<file path="src/hdl/fpts_pkg.sv">
// Shared types and constants for the fixed-priority task scheduler.
// No dependencies; imported by fpts_task_mem, the top level and the testbench.
package fpts_pkg;

   localparam logic [2:0] TASK_NONE = 3'd7;

   localparam logic [1:0] ST_READY    = 2'd0;
   localparam logic [1:0] ST_RUNNING  = 2'd1;
   localparam logic [1:0] ST_BLOCKED  = 2'd2;
   localparam logic [1:0] ST_INACTIVE = 2'd3;

   localparam logic [2:0] ACT_TICK     = 3'd0;
   localparam logic [2:0] ACT_CREATE   = 3'd1;
   localparam logic [2:0] ACT_SEM_WAIT = 3'd2;
   localparam logic [2:0] ACT_SEM_SIG  = 3'd3;
   localparam logic [2:0] ACT_SEM_INIT = 3'd4;

   localparam logic [1:0] CSR_TIME_SLICE  = 2'd0;
   localparam logic [1:0] CSR_SEM_INITIAL = 2'd1;

   localparam logic [2:0]  NORMAL_PRIO    = 3'd3;
   localparam logic [15:0] SLICE_RESET    = 16'd200;
   localparam logic [7:0]  SEM_INIT_RESET = 8'd1;
   localparam logic signed [8:0] SEM_MAX  = 9'sd255;

   typedef struct packed {
      logic       rd_en;
      logic [2:0] rd_addr;
      logic       ent_we;
      logic [2:0] ent_addr;
      logic [2:0] ent_prio;
      logic       link_we;
      logic [2:0] link_addr;
      logic [2:0] link_data;
   } fpts_mem_ctl_type;

endpackage

</file>
<file path="src/hdl/fpts_task_mem.sv">
// Per-task tables: priority/run-time memory and queue-link memory, registered read.
// Entries never written read as their reset values via per-entry valid bits. Uses fpts_pkg.
module fpts_task_mem #(
   parameter int NUM_TASKS  = 6,
   parameter int TICK_WIDTH = 16,
   parameter logic [2:0] RESET_PRIO = 3'd3
) (
   input  logic                      clock,
   input  logic                      reset,
   input  fpts_pkg::fpts_mem_ctl_type ctl,
   input  logic [TICK_WIDTH-1:0]     wr_ticks,
   output logic [2:0]                rd_prio,
   output logic [TICK_WIDTH-1:0]     rd_ticks,
   output logic [2:0]                rd_link
);
   import fpts_pkg::*;

   localparam int TIW = $clog2(NUM_TASKS);

   logic [2:0]            prio_mem  [NUM_TASKS];
   logic [TICK_WIDTH-1:0] ticks_mem [NUM_TASKS];
   logic [2:0]            link_mem  [NUM_TASKS];

   logic [NUM_TASKS-1:0]  ent_vld_ff;
   logic [NUM_TASKS-1:0]  link_vld_ff;
   logic [2:0]            prio_rd_ff;
   logic [TICK_WIDTH-1:0] ticks_rd_ff;
   logic [2:0]            link_rd_ff;
   logic                  ent_rv_ff;
   logic                  link_rv_ff;

   logic ent_ok;
   logic link_ok;
   logic rd_ok;

   assign ent_ok  = ctl.ent_we  && (int'(ctl.ent_addr)  < NUM_TASKS);
   assign link_ok = ctl.link_we && (int'(ctl.link_addr) < NUM_TASKS);
   assign rd_ok   = ctl.rd_en   && (int'(ctl.rd_addr)   < NUM_TASKS);

   always_ff @(posedge clock) begin
      if (reset) begin
         ent_vld_ff  <= '0;
         link_vld_ff <= '0;
      end else begin
         if (ent_ok) begin
            ent_vld_ff[ctl.ent_addr[TIW-1:0]] <= 1'b1;
         end
         if (link_ok) begin
            link_vld_ff[ctl.link_addr[TIW-1:0]] <= 1'b1;
         end
      end
   end

   always_ff @(posedge clock) begin
      if (ent_ok) begin
         prio_mem[ctl.ent_addr[TIW-1:0]]  <= ctl.ent_prio;
         ticks_mem[ctl.ent_addr[TIW-1:0]] <= wr_ticks;
      end
      if (link_ok) begin
         link_mem[ctl.link_addr[TIW-1:0]] <= ctl.link_data;
      end
   end

   always_ff @(posedge clock) begin
      if (rd_ok) begin
         prio_rd_ff  <= prio_mem[ctl.rd_addr[TIW-1:0]];
         ticks_rd_ff <= ticks_mem[ctl.rd_addr[TIW-1:0]];
         link_rd_ff  <= link_mem[ctl.rd_addr[TIW-1:0]];
         ent_rv_ff   <= ent_vld_ff[ctl.rd_addr[TIW-1:0]];
         link_rv_ff  <= link_vld_ff[ctl.rd_addr[TIW-1:0]];
      end
   end

   assign rd_prio  = ent_rv_ff  ? prio_rd_ff  : RESET_PRIO;
   assign rd_ticks = ent_rv_ff  ? ticks_rd_ff : '0;
   assign rd_link  = link_rv_ff ? link_rd_ff  : TASK_NONE;

endmodule

</file>
<file path="src/hdl/fixed_priority_task_scheduler_top.sv">
// Fixed-priority preemptive task scheduler with one counting semaphore.
// One request at a time: each accepted request takes two table reads, one
// update, up to three serial link-memory writes and the result register, and
// the next request is accepted only after the block is back in idle. Synchronous
// active-high reset restores all queues, the task tables (per-entry valid bits)
// and the registers at once.
module fixed_priority_task_scheduler_top #(
   parameter int NUM_TASKS      = 6,
   parameter int NUM_PRIORITIES = 6,
   parameter int TICK_WIDTH     = 16
) (
   input  logic        clock,
   input  logic        reset,
   input  logic        req_valid,
   output logic        req_stall,
   input  logic [2:0]  req_action,
   input  logic [2:0]  req_task_priority,
   output logic        rsp_valid,
   input  logic        rsp_stall,
   output logic [2:0]  rsp_running_task,
   output logic        rsp_switched,
   output logic        rsp_create_ok,
   output logic [2:0]  rsp_created_task,
   output logic        rsp_caller_blocked,
   output logic        rsp_woken_valid,
   output logic [2:0]  rsp_woken_task,
   output logic signed [8:0] rsp_sem_value,
   input  logic        csr_valid,
   output logic        csr_ready,
   input  logic [1:0]  csr_index,
   input  logic [15:0] csr_wdata
);
   import fpts_pkg::*;

   localparam int TIW = $clog2(NUM_TASKS);
   localparam int PW  = $clog2(NUM_PRIORITIES);
   localparam int CW  = (TICK_WIDTH > 16) ? TICK_WIDTH : 16;
   localparam logic [2:0] TOP_PRIO   = 3'(NUM_PRIORITIES - 1);
   localparam logic [2:0] RESET_PRIO =
      (int'(NORMAL_PRIO) < NUM_PRIORITIES) ? NORMAL_PRIO : TOP_PRIO;
   localparam logic [2:0] LAST_TASK = 3'(NUM_TASKS - 1);
   localparam logic signed [8:0] SEM_FLOOR = 9'(-NUM_TASKS);
   localparam logic [TICK_WIDTH-1:0] TICK_MAX = {TICK_WIDTH{1'b1}};

   localparam logic [2:0] S_IDLE = 3'd0;
   localparam logic [2:0] S_RD0  = 3'd1;
   localparam logic [2:0] S_RD1  = 3'd2;
   localparam logic [2:0] S_EXEC = 3'd3;
   localparam logic [2:0] S_WL   = 3'd4;
   localparam logic [2:0] S_DONE = 3'd5;

   logic [2:0] state_ff, state_in;
   logic [1:0] wl_cnt_ff;

   logic [15:0] slice_ff;
   logic [7:0]  sem_init_ff;

   logic [2:0] act_ff;
   logic [2:0] prio_ff;

   logic [1:0] status_ff [NUM_TASKS];
   logic [1:0] status_in [NUM_TASKS];
   logic [2:0] head_ff [NUM_PRIORITIES];
   logic [2:0] head_in [NUM_PRIORITIES];
   logic [2:0] tail_ff [NUM_PRIORITIES];
   logic [2:0] tail_in [NUM_PRIORITIES];
   logic [2:0] cur_ff, cur_in;
   logic       bp_ff, bp_in;
   logic signed [8:0] sem_ff, sem_in;
   logic [2:0] wh_ff, wh_in;
   logic [2:0] wt_ff, wt_in;

   logic       wl_en_ff   [3];
   logic       wl_en_in   [3];
   logic [2:0] wl_addr_ff [3];
   logic [2:0] wl_addr_in [3];
   logic [2:0] wl_data_ff [3];
   logic [2:0] wl_data_in [3];

   logic [2:0]            e0_prio_ff;
   logic [TICK_WIDTH-1:0] e0_ticks_ff;
   logic [2:0]            e0_link_ff;

   logic       switched_ff, switched_in;
   logic       create_ok_ff, create_ok_in;
   logic [2:0] created_ff, created_in;
   logic       blocked_ff, blocked_in;
   logic       woken_v_ff, woken_v_in;
   logic [2:0] woken_ff, woken_in;

   logic       rsp_valid_ff;
   logic [2:0] rsp_running_ff;
   logic       rsp_switched_ff;
   logic       rsp_create_ok_ff;
   logic [2:0] rsp_created_ff;
   logic       rsp_blocked_ff;
   logic       rsp_woken_v_ff;
   logic [2:0] rsp_woken_ff;
   logic signed [8:0] rsp_sem_ff;

   fpts_mem_ctl_type      mem_ctl;
   logic [TICK_WIDTH-1:0] mem_wr_ticks;
   logic [2:0]            mem_rd_prio;
   logic [TICK_WIDTH-1:0] mem_rd_ticks;
   logic [2:0]            mem_rd_link;

   logic [2:0] nxt;
   logic [2:0] addr0;
   logic       ent_we_v;
   logic [2:0] ent_addr_v;
   logic [2:0] ent_prio_v;
   logic [TICK_WIDTH-1:0] ent_ticks_v;
   logic       req_take;
   logic       rsp_free;

   fpts_task_mem #(
      .NUM_TASKS  (NUM_TASKS),
      .TICK_WIDTH (TICK_WIDTH),
      .RESET_PRIO (RESET_PRIO)
   ) u_task_mem (
      .clock    (clock),
      .reset    (reset),
      .ctl      (mem_ctl),
      .wr_ticks (mem_wr_ticks),
      .rd_prio  (mem_rd_prio),
      .rd_ticks (mem_rd_ticks),
      .rd_link  (mem_rd_link)
   );

   assign csr_ready = 1'b1;
   assign req_stall = (state_ff != S_IDLE);
   assign req_take  = req_valid && !req_stall;
   assign rsp_free  = !rsp_valid_ff || !rsp_stall;

   always_comb begin
      nxt = cur_ff;
      for (int p = 0; p < NUM_PRIORITIES; p++) begin
         if (int'(head_ff[p]) < NUM_TASKS) begin
            nxt = head_ff[p];
         end
      end
   end

   assign addr0 = (act_ff == ACT_TICK) ? cur_ff : wh_ff;

   always_comb begin
      mem_ctl           = '0;
      mem_ctl.rd_en     = (state_ff == S_RD0) || (state_ff == S_RD1);
      mem_ctl.rd_addr   = (state_ff == S_RD0) ? addr0 : nxt;
      mem_ctl.ent_we    = (state_ff == S_EXEC) && ent_we_v;
      mem_ctl.ent_addr  = ent_addr_v;
      mem_ctl.ent_prio  = ent_prio_v;
      mem_ctl.link_we   = (state_ff == S_WL) && wl_en_ff[wl_cnt_ff];
      mem_ctl.link_addr = wl_addr_ff[wl_cnt_ff];
      mem_ctl.link_data = wl_data_ff[wl_cnt_ff];
      mem_wr_ticks      = ent_ticks_v;
   end

   always_comb begin
      logic [TICK_WIDTH-1:0] tick_new;
      logic       do_push;
      logic [2:0] push_t;
      logic [2:0] push_p;
      logic       do_run;
      logic [2:0] link_nxt;
      logic       found;
      logic [2:0] w;

      for (int i = 0; i < NUM_TASKS; i++) begin
         status_in[i] = status_ff[i];
      end
      for (int p = 0; p < NUM_PRIORITIES; p++) begin
         head_in[p] = head_ff[p];
         tail_in[p] = tail_ff[p];
      end
      for (int k = 0; k < 3; k++) begin
         wl_en_in[k]   = 1'b0;
         wl_addr_in[k] = TASK_NONE;
         wl_data_in[k] = TASK_NONE;
      end
      cur_in       = cur_ff;
      bp_in        = bp_ff;
      sem_in       = sem_ff;
      wh_in        = wh_ff;
      wt_in        = wt_ff;
      ent_we_v     = 1'b0;
      ent_addr_v   = cur_ff;
      ent_prio_v   = e0_prio_ff;
      ent_ticks_v  = '0;
      switched_in  = 1'b0;
      create_ok_in = 1'b0;
      created_in   = 3'd0;
      blocked_in   = 1'b0;
      woken_v_in   = 1'b0;
      woken_in     = 3'd0;
      tick_new     = (e0_ticks_ff == TICK_MAX) ? e0_ticks_ff : e0_ticks_ff + 1'b1;
      do_push      = 1'b0;
      push_t       = cur_ff;
      push_p       = e0_prio_ff;
      do_run       = 1'b0;
      found        = 1'b0;
      w            = wh_ff;

      case (act_ff)
         ACT_TICK: begin
            ent_we_v    = 1'b1;
            ent_ticks_v = tick_new;
            if (bp_ff) begin
               if (nxt != cur_ff) begin
                  ent_ticks_v = '0;
                  do_run      = 1'b1;
                  bp_in       = 1'b0;
               end
            end else if (e0_prio_ff < mem_rd_prio) begin
               ent_ticks_v = '0;
               do_push     = 1'b1;
               do_run      = 1'b1;
            end else if (CW'(tick_new) >= CW'(slice_ff)) begin
               ent_ticks_v = '0;
               if (nxt != cur_ff && mem_rd_prio >= e0_prio_ff) begin
                  do_push = 1'b1;
                  do_run  = 1'b1;
               end
            end
         end
         ACT_CREATE: begin
            for (int i = NUM_TASKS - 1; i >= 0; i--) begin
               if (status_ff[i] == ST_INACTIVE) begin
                  found  = 1'b1;
                  push_t = 3'(i);
               end
            end
            if (found) begin
               ent_we_v     = 1'b1;
               ent_addr_v   = push_t;
               ent_prio_v   = prio_ff;
               ent_ticks_v  = '0;
               push_p       = prio_ff;
               do_push      = 1'b1;
               create_ok_in = 1'b1;
               created_in   = push_t;
            end
         end
         ACT_SEM_WAIT: begin
            if (!bp_ff && sem_ff > SEM_FLOOR) begin
               sem_in = sem_ff - 9'sd1;
               if (sem_in < 0) begin
                  wl_en_in[0]   = 1'b1;
                  wl_addr_in[0] = cur_ff;
                  wl_data_in[0] = TASK_NONE;
                  if (wh_ff == TASK_NONE || int'(wt_ff) >= NUM_TASKS) begin
                     wh_in = cur_ff;
                  end else begin
                     wl_en_in[1]   = 1'b1;
                     wl_addr_in[1] = wt_ff;
                     wl_data_in[1] = cur_ff;
                  end
                  wt_in = cur_ff;
                  status_in[cur_ff[TIW-1:0]] = ST_BLOCKED;
                  bp_in      = 1'b1;
                  blocked_in = 1'b1;
               end
            end
         end
         ACT_SEM_SIG: begin
            if (sem_ff < SEM_MAX) begin
               sem_in = sem_ff + 9'sd1;
            end
            if (sem_in <= 0 && int'(wh_ff) < NUM_TASKS) begin
               wh_in = e0_link_ff;
               if (e0_link_ff == TASK_NONE) begin
                  wt_in = TASK_NONE;
               end
               wl_en_in[0]   = 1'b1;
               wl_addr_in[0] = w;
               wl_data_in[0] = TASK_NONE;
               if (w == cur_ff && bp_ff) begin
                  bp_in = 1'b0;
                  status_in[w[TIW-1:0]] = ST_RUNNING;
               end else begin
                  do_push = 1'b1;
                  push_t  = w;
                  push_p  = e0_prio_ff;
               end
               woken_v_in = 1'b1;
               woken_in   = w;
            end
         end
         ACT_SEM_INIT: begin
            sem_in = $signed({1'b0, sem_init_ff});
         end
         default: begin
         end
      endcase

      if (do_push) begin
         status_in[push_t[TIW-1:0]] = ST_READY;
         wl_en_in[0]   = 1'b1;
         wl_addr_in[0] = push_t;
         wl_data_in[0] = TASK_NONE;
         if (head_in[push_p[PW-1:0]] == TASK_NONE ||
             int'(tail_in[push_p[PW-1:0]]) >= NUM_TASKS) begin
            head_in[push_p[PW-1:0]] = push_t;
         end else begin
            wl_en_in[1]   = 1'b1;
            wl_addr_in[1] = tail_in[push_p[PW-1:0]];
            wl_data_in[1] = push_t;
         end
         tail_in[push_p[PW-1:0]] = push_t;
      end

      link_nxt = (wl_en_in[1] && wl_addr_in[1] == nxt) ? wl_data_in[1] : mem_rd_link;
      if (do_run) begin
         if (head_in[mem_rd_prio[PW-1:0]] == nxt) begin
            head_in[mem_rd_prio[PW-1:0]] = link_nxt;
            if (link_nxt == TASK_NONE) begin
               tail_in[mem_rd_prio[PW-1:0]] = TASK_NONE;
            end
         end
         wl_en_in[2]   = 1'b1;
         wl_addr_in[2] = nxt;
         wl_data_in[2] = TASK_NONE;
         status_in[nxt[TIW-1:0]] = ST_RUNNING;
         cur_in      = nxt;
         switched_in = 1'b1;
      end
   end

   always_comb begin
      state_in = state_ff;
      case (state_ff)
         S_IDLE: begin
            if (req_take) begin
               state_in = S_RD0;
            end
         end
         S_RD0:  state_in = S_RD1;
         S_RD1:  state_in = S_EXEC;
         S_EXEC: state_in = S_WL;
         S_WL: begin
            if (wl_cnt_ff == 2'd2) begin
               state_in = S_DONE;
            end
         end
         S_DONE: begin
            if (rsp_free) begin
               state_in = S_IDLE;
            end
         end
         default: state_in = S_IDLE;
      endcase
   end

   always_ff @(posedge clock) begin
      if (reset) begin
         state_ff    <= S_IDLE;
         wl_cnt_ff   <= 2'd0;
         slice_ff    <= SLICE_RESET;
         sem_init_ff <= SEM_INIT_RESET;
         for (int i = 0; i < NUM_TASKS; i++) begin
            status_ff[i] <= (i == NUM_TASKS - 1) ? ST_RUNNING : ST_INACTIVE;
         end
         for (int p = 0; p < NUM_PRIORITIES; p++) begin
            head_ff[p] <= TASK_NONE;
            tail_ff[p] <= TASK_NONE;
         end
         cur_ff       <= LAST_TASK;
         bp_ff        <= 1'b0;
         sem_ff       <= '0;
         wh_ff        <= TASK_NONE;
         wt_ff        <= TASK_NONE;
         for (int k = 0; k < 3; k++) begin
            wl_en_ff[k] <= 1'b0;
         end
         rsp_valid_ff <= 1'b0;
      end else begin
         state_ff <= state_in;
         if (csr_valid && csr_ready) begin
            case (csr_index)
               CSR_TIME_SLICE:  slice_ff    <= csr_wdata;
               CSR_SEM_INITIAL: sem_init_ff <= csr_wdata[7:0];
               default: begin
               end
            endcase
         end
         if (state_ff == S_EXEC) begin
            wl_cnt_ff <= 2'd0;
            for (int i = 0; i < NUM_TASKS; i++) begin
               status_ff[i] <= status_in[i];
            end
            for (int p = 0; p < NUM_PRIORITIES; p++) begin
               head_ff[p] <= head_in[p];
               tail_ff[p] <= tail_in[p];
            end
            cur_ff <= cur_in;
            bp_ff  <= bp_in;
            sem_ff <= sem_in;
            wh_ff  <= wh_in;
            wt_ff  <= wt_in;
            for (int k = 0; k < 3; k++) begin
               wl_en_ff[k] <= wl_en_in[k];
            end
         end else if (state_ff == S_WL) begin
            wl_cnt_ff <= wl_cnt_ff + 2'd1;
         end
         if (state_ff == S_DONE && rsp_free) begin
            rsp_valid_ff <= 1'b1;
         end else if (rsp_valid_ff && !rsp_stall) begin
            rsp_valid_ff <= 1'b0;
         end
      end
   end

   always_ff @(posedge clock) begin
      if (req_take) begin
         act_ff  <= req_action;
         prio_ff <= (int'(req_task_priority) < NUM_PRIORITIES) ? req_task_priority
                                                                : TOP_PRIO;
      end
      if (state_ff == S_RD1) begin
         e0_prio_ff  <= mem_rd_prio;
         e0_ticks_ff <= mem_rd_ticks;
         e0_link_ff  <= mem_rd_link;
      end
      if (state_ff == S_EXEC) begin
         for (int k = 0; k < 3; k++) begin
            wl_addr_ff[k] <= wl_addr_in[k];
            wl_data_ff[k] <= wl_data_in[k];
         end
         switched_ff  <= switched_in;
         create_ok_ff <= create_ok_in;
         created_ff   <= created_in;
         blocked_ff   <= blocked_in;
         woken_v_ff   <= woken_v_in;
         woken_ff     <= woken_in;
      end
      if (state_ff == S_DONE && rsp_free) begin
         rsp_running_ff   <= cur_ff;
         rsp_switched_ff  <= switched_ff;
         rsp_create_ok_ff <= create_ok_ff;
         rsp_created_ff   <= created_ff;
         rsp_blocked_ff   <= blocked_ff;
         rsp_woken_v_ff   <= woken_v_ff;
         rsp_woken_ff     <= woken_ff;
         rsp_sem_ff       <= sem_ff;
      end
   end

   assign rsp_valid          = rsp_valid_ff;
   assign rsp_running_task   = rsp_running_ff;
   assign rsp_switched       = rsp_switched_ff;
   assign rsp_create_ok      = rsp_create_ok_ff;
   assign rsp_created_task   = rsp_created_ff;
   assign rsp_caller_blocked = rsp_blocked_ff;
   assign rsp_woken_valid    = rsp_woken_v_ff;
   assign rsp_woken_task     = rsp_woken_ff;
   assign rsp_sem_value      = rsp_sem_ff;

`ifndef SYNTHESIS
   a_cur_running: assert property (@(posedge clock) disable iff (reset)
      !bp_ff |-> status_ff[cur_ff[TIW-1:0]] == ST_RUNNING)
      else $error("current task not running without pending block");

   a_cur_blocked: assert property (@(posedge clock) disable iff (reset)
      bp_ff |-> status_ff[cur_ff[TIW-1:0]] == ST_BLOCKED)
      else $error("pending block but current task not blocked");

   a_sem_range: assert property (@(posedge clock) disable iff (reset)
      sem_ff >= SEM_FLOOR && sem_ff <= SEM_MAX)
      else $error("semaphore count out of range");

   a_wait_empty: assert property (@(posedge clock) disable iff (reset)
      (wh_ff == TASK_NONE) |-> (sem_ff >= 0))
      else $error("negative count with empty wait queue");
`endif

endmodule

</file>
<file path="config.mk">
export PLATFORM = sky130hd
export DESIGN_NAME = fixed_priority_task_scheduler_top
export DESIGN_NICKNAME = d
export VERILOG_FILES = /design/src/hdl/fpts_pkg.sv /design/src/hdl/fpts_task_mem.sv /design/src/hdl/fixed_priority_task_scheduler_top.sv
export SDC_FILE = /design/constraint.sdc
export NUM_CORES = 1
export LEC_CHECK = 0
export ABC_AREA = 1
export BUFFER_PORTS_ARGS = -buffer_cell sky130_fd_sc_hd__buf_4
export CORE_AREA = 2 2 215 217
export DETAILED_ROUTE_END_ITERATION = 16
export DIE_AREA = 0 0 217 219
export SKIP_LAST_GASP = 1
export SLEW_MARGIN = 15
export SYNTH_ARGS = -nofsm -noshare
export SYNTH_HDL_FRONTEND = slang
export SYNTH_SLANG_ARGS = --single-unit
</file>
<file path="constraint.sdc">
create_clock -name clock -period 5.5 [get_ports clock]
set_input_delay 0.55 -clock clock [delete_from_list [all_inputs] [get_ports clock]]
set_output_delay 0.55 -clock clock [all_outputs]
set_load 0.02 [all_outputs]
</file>
Word-level counts from Yosys, hierarchy flattened
Memory sizes are Yosys's and may differ from the RTL's. A register that Yosys moved wholly into a read port is not among the register bits. Index checks and enable logic that the tools add are counted.

Register bits: 123. RAM bits: 201. Input port bits: 29. Logic and storage cells: 394. Memories: 9.

Memories: u_task_mem.ticks_mem (words 6, bits a word 16, rd ports 1, clocked after memory_dff 1, write ports 1, RTL line fpts_task_mem.sv:21) `logic [TICK_WIDTH-1:0] ticks_mem [NUM_TASKS];`; head_ff (words 6, bits a word 3, rd ports 6, clocked after memory_dff 0, write ports 6, RTL line fixed_priority_task_scheduler_top.sv:63) `logic [2:0] head_ff [NUM_PRIORITIES];`; tail_ff (words 6, bits a word 3, rd ports 6, clocked after memory_dff 0, write ports 6, RTL line fixed_priority_task_scheduler_top.sv:65) `logic [2:0] tail_ff [NUM_PRIORITIES];`; u_task_mem.link_mem (words 6, bits a word 3, rd ports 1, clocked after memory_dff 1, write ports 1, RTL line fpts_task_mem.sv:22) `logic [2:0] link_mem [NUM_TASKS];`; u_task_mem.prio_mem (words 6, bits a word 3, rd ports 1, clocked after memory_dff 1, write ports 1, RTL line fpts_task_mem.sv:20) `logic [2:0] prio_mem [NUM_TASKS];`; status_ff (words 6, bits a word 2, rd ports 6, clocked after memory_dff 0, write ports 6, RTL line fixed_priority_task_scheduler_top.sv:61) `logic [1:0] status_ff [NUM_TASKS];`; +3 memories.

Add/sub/neg operators: 4. Order comparisons: 37. Equal/unequal tests: 35. Multiplexer cells: 186. Bitwise gates (word level): 41. Reduce and logical (&&, ||, !) cells: 49.

Operator list (number): $mux W3 (65); $mux W18 (8); $mux W16 (6); $mux W12 (6); $bwmux W18 (3); $mux W1 (48); $mux W2 (19); $lt A3 B3 Y1 const B (11); $or A6 B6 Y6 (5); $bmux W3 S3 (3); $mux W9 (3); $pmux W9 S3 (1); $demux W2 S3 (4); $ge A4 B4 Y1 const B (6); $lt A4 B1 Y1 const B (6); $mux W6 (4); $not A3 Y4 (6); $pmux W12 S2 (1); $pmux W3 S2 (4); $eq A3 B3 Y1 const B (7); $logic_and A1 B1 Y1 (21); $or A1 B1 Y1 (21); $and A6 B6 Y6 (3); $demux W3 S3 (2); other kinds (41) (89).

Depth between registers and ports, before layout
An unclocked memory read counts as a cell.

Word-level depth: 27. Gate-level depth with buffers: 43. Mapped depth without buffers: 43.

By module
From an unflattened synthesis, not the netlist that was laid out.

Cell total of the unflattened synthesis: 2078. Area total of the unflattened synthesis: 17698.2 um2.

Modules (own cells, without submodules): fixed_priority_task_scheduler_top (times used 1, cells an instance 1503, area an instance 11060.6 um2, seq. area each 4714.5 um2); fpts_task_mem (times used 1, cells an instance 575, area an instance 6637.6 um2, seq. area each 4924.7 um2).

Worst setup path after synthesis
Ideal clock, no wire load.

Path type: register to register. From: reg e0_ticks_ff[3]. To: mem head_ff[5][0] (data pin). Setup time: 0.268 ns. Arrival: 4.157 ns. Data required time: 5.232 ns. Path slack: 1.075 ns. Stages on the path, launching flop included: 43. Buffers on the path: 2. Cell sequence: edfxtp_1 > inv_1 > nor3_1 > nand3_1 > nor2_1 > inv_1 > nor2_1 > inv_1 > nor2_1 > nand2_1 > inv_1 > nor2_1 > inv_1 > nor2_1 > nand3_1 > xor2_1 > inv_1 > ha_1 > [... 7 more ...] > inv_1 > nand2_1 > nand2_1 > nand2_1 > nand2_2 > buf_4 > nand2_1 > nand3_1 > nand3_1 > nand2_1 > nand2_1 > nand3_2 > nand2_2 > nor2_8 > buf_8 > nand3_4 > nand2_1 > nand3_1.

RTL lines: start: declaration (RTL line fixed_priority_task_scheduler_top.sv:81) `logic [TICK_WIDTH-1:0] e0_ticks_ff;`; start signal: assignment (RTL line fixed_priority_task_scheduler_top.sv:422) `e0_ticks_ff <= mem_rd_ticks;`; end: declaration (RTL line fixed_priority_task_scheduler_top.sv:63).

==> out/results.txt <==
max cap viols: 0
Final Hold Fails: 0
PwrDens: 429.0 nW/um^2
hold buffer count at CTS: 0
Yosys top cell by area: edfxtp_1
ys async rst share: 0%
dominant synthesized flop cell: edfxtp_1
P&R area growth vs syn: 14.22%
Die Y-Extent: 219 um
Hold Crit Class: input pin to register
# H-tree levels: 2
Vias: 14830
Fmax: 198.6 MHz
fin crit share: 91.54%
Post-Synthesis Cells: 2058
Via density: 5.392
outcome: finished clean
worst clock skew: 0.03430 ns
syn avg cell area: 8.710 um^2
R2R Path End: tail_ff[0][0]
CP Max Fanout: 11
Largest stage delay, worst path: 0.42 ns
synth unique cells: 61
Fill cells: 4424
Tmin final: 5.035 ns
total congestion overflow: 0
wire per inst: 18.65 um
die footprint: 47520 um^2
diode count: 0
worst setup margin: 0.4651 ns
setup tns final: 0 ns
Iter 0 DRT Violations: 1394
endpoints failing setup: 0
Final Non-Filler Cells: 2750
CP Data Arrival Time: 5.48 ns
Post-synth EDFFs: 279
maximum vdd drop: 184.6 uV
ANT nets after route: 0
warning count from the yosys run: 0
Pleak: 8.405 nW
first-pass GRT wire length: 79750 um
WHS Endpoint: act_ff[1]
Slew headroom: 22.97%
CP required: 5.94 ns
hpwl dp: 35480 um
top cells by area, synth: edfxtp_1 47%, nand2_1 9.7%, dfxtp_1 7.0%
register area share after synthesis: 53.77%
pre-CTS setup slack: 0.09399 ns
CTS tree: done
layout net count: 2171
Worst-path clk slew: 0.06 ns
Placed Cells incl. Taps: 2671
Die Wd: 217 um
Rows: 78
largest net degree at the start of global routing: 97
FF+latch count, synth: 342
io pins: 54
Worst Setup End Kind: register
Clock Tree Root: clkbuf_16
critical path class: register to register
Post-Synthesis Cell Area: 17930 um^2
Slew Viols, Final: 0
CP Launch Type: register
R2R Setup Slk: 0.47 ns
initial antenna violation count: 0
IO buf count: 52
Core Footprint: 45090 um^2
R2R depth: 39
Total GRT Usage: 21.54%
Worst Tran Pin Value: 1.154 ns
CTS max path bufs: 3
ratio of cells with drive above 1 in the final layout: 11.72%
Syn Nets: 2111
Residual DRC: 0
DRT Pass-1 Iters: 5
GP Congestion: 0.9795
CTS Sinks: 342
most numerous cell in the Yosys netlist: nand2_1
Yosys top cell area share: 46.74%
top cell types by occurrence after synthesis: 461 x nand2_1, 279 x edfxtp_1, 269 x inv_1
later-pin clock latency in the skew report: 0.58 ns
TritonCTS Buffers: 40
min-delay src: req_action[1]
Final Power: 8.784 mW
final wirelength: 51300 um
vias in the first global route: 14130
r2r startpoint: e0_ticks_ff[1]
worst hold path stage count: 1
Worst path slowest cell: edfxtp_1
Initial Utilization: 39.76%
[layout by cell type, fill, tap and decap left out, types with 10 or more instances in the layout]
cell type  Yosys  final
nand2_1      461    457
edfxtp_1     279    279
inv_1        269    267
nor2_1       260    254
nand3_1      126    123
o21ai_0      121    121
buf_4          9     88
a21oi_1       85     83
dfxtp_1       63     63
o211ai_1      45     45
clkbuf_16      0     44
nor3_1        44     42
nand4_1       28     28
ha_1          24     24
nand2_2       21     22
o31a_1        22     22
xor2_1        11     11
a211oi_1      10     10
[kinds of logic after synthesis]
group | share of synthesized area (%)
and+or+nand+nor | 24.21
DFF | 53.77
AOI/OAI and AO/OA | 11.67
buffers and inverters | 8.062
xor gates and xnor gates | 0.5863
other | 0.02092
adders and majority gates | 1.675
[layer usage]
layer / vias up / GRT usage, % / share of wire [%]
met5: - / 0 / 0
li1: 7073 / - / -
met2: 580 / 34.37 / 45
met3: 94 / 3.160 / 6.7
met1: 7082 / 29.73 / 45
met4: 0 / 7.991 / 3.1
[critical path, delay by kind of cell, from the launching register on]
| family | cells | cell delay, ns |
|---|---|---|
| fa+ha+maj | 2 | 0.49 |
| compound gates | 2 | 0.47 |
| xor+xnor | 1 | 0.20 |
| flops | 1 | 0.42 |
| buf+inv | 9 | 0.78 |
| simple gates | 25 | 2.56 |
[state kept, by name, summed over array words and instances (netlist names), 12 cells and up, named ones only]
name                    cells
status_ff                  12
u_task_mem.ticks_rd_ff     16
slice_ff                   16
tail_ff                    18
u_task_mem.prio_mem        18
u_task_mem.ticks_mem       96
head_ff                    18
u_task_mem.link_mem        18
e0_ticks_ff                16
[final cells by class]
type                    count  area (um^2)  share of cell area, %
multi-input cells        1365         7010                  34.24
clock buffers              53         1145                  5.592
well taps                 600        750.7                  3.667
repair buffers             89        671.9                  3.282
inverters                 280         1059                  5.170
flip-flops and latches    342         9639                  47.08
clock inverters            21        198.9                 0.9716
[where the power goes]
part	total (mW)	switching (mW)	internal, mW
clock network	2.68	1.10	1.58
registers	3.33	0.159	3.17
logic	2.78	2.02	0.758
total	8.78	3.28	5.51
[through the flow]
stage | hold WS, ns | util (%) | cell area (um^2)
finish | 0.1723 | 45.41 | 20470
global route | 0.1533 | 45.41 | 20470
CTS | 0.1440 | 45.13 | 20350
detailed placement | 0.4045 | 42.15 | 19010
global placement | 0.4060 | 42.15 | 19010
floorplan | 0.4003 | - | 17930
[worst max-delay path by stage]
stage | startpoint | cells past startpoint | slack (ns) | to
2_1_floorplan | e0_ticks_ff[3] | 42 | 1.07 | head_ff[5][0]
3_5_place_dp | e0_ticks_ff[3] | 39 | 0.09 | head_ff[2][1]
4_1_cts | e0_ticks_ff[3] | 39 | 0.04 | head_ff[2][1]
5_1_grt | e0_ticks_ff[3] | 40 | -0.06 | head_ff[2][1]
3_3_place_gp | e0_ticks_ff[3] | 41 | 0.35 | head_ff[1][2]
6_report | e0_ticks_ff[1] | 39 | 0.47 | tail_ff[0][0]
[repair_timing]
action / 4_1_cts / 5_1_grt
buffers inserted: 0 / 2
gates resized for setup: 0 / 18
setup endpoints to repair: 0 / 52
No activity file was read; power rests on OpenSTA's default activity.
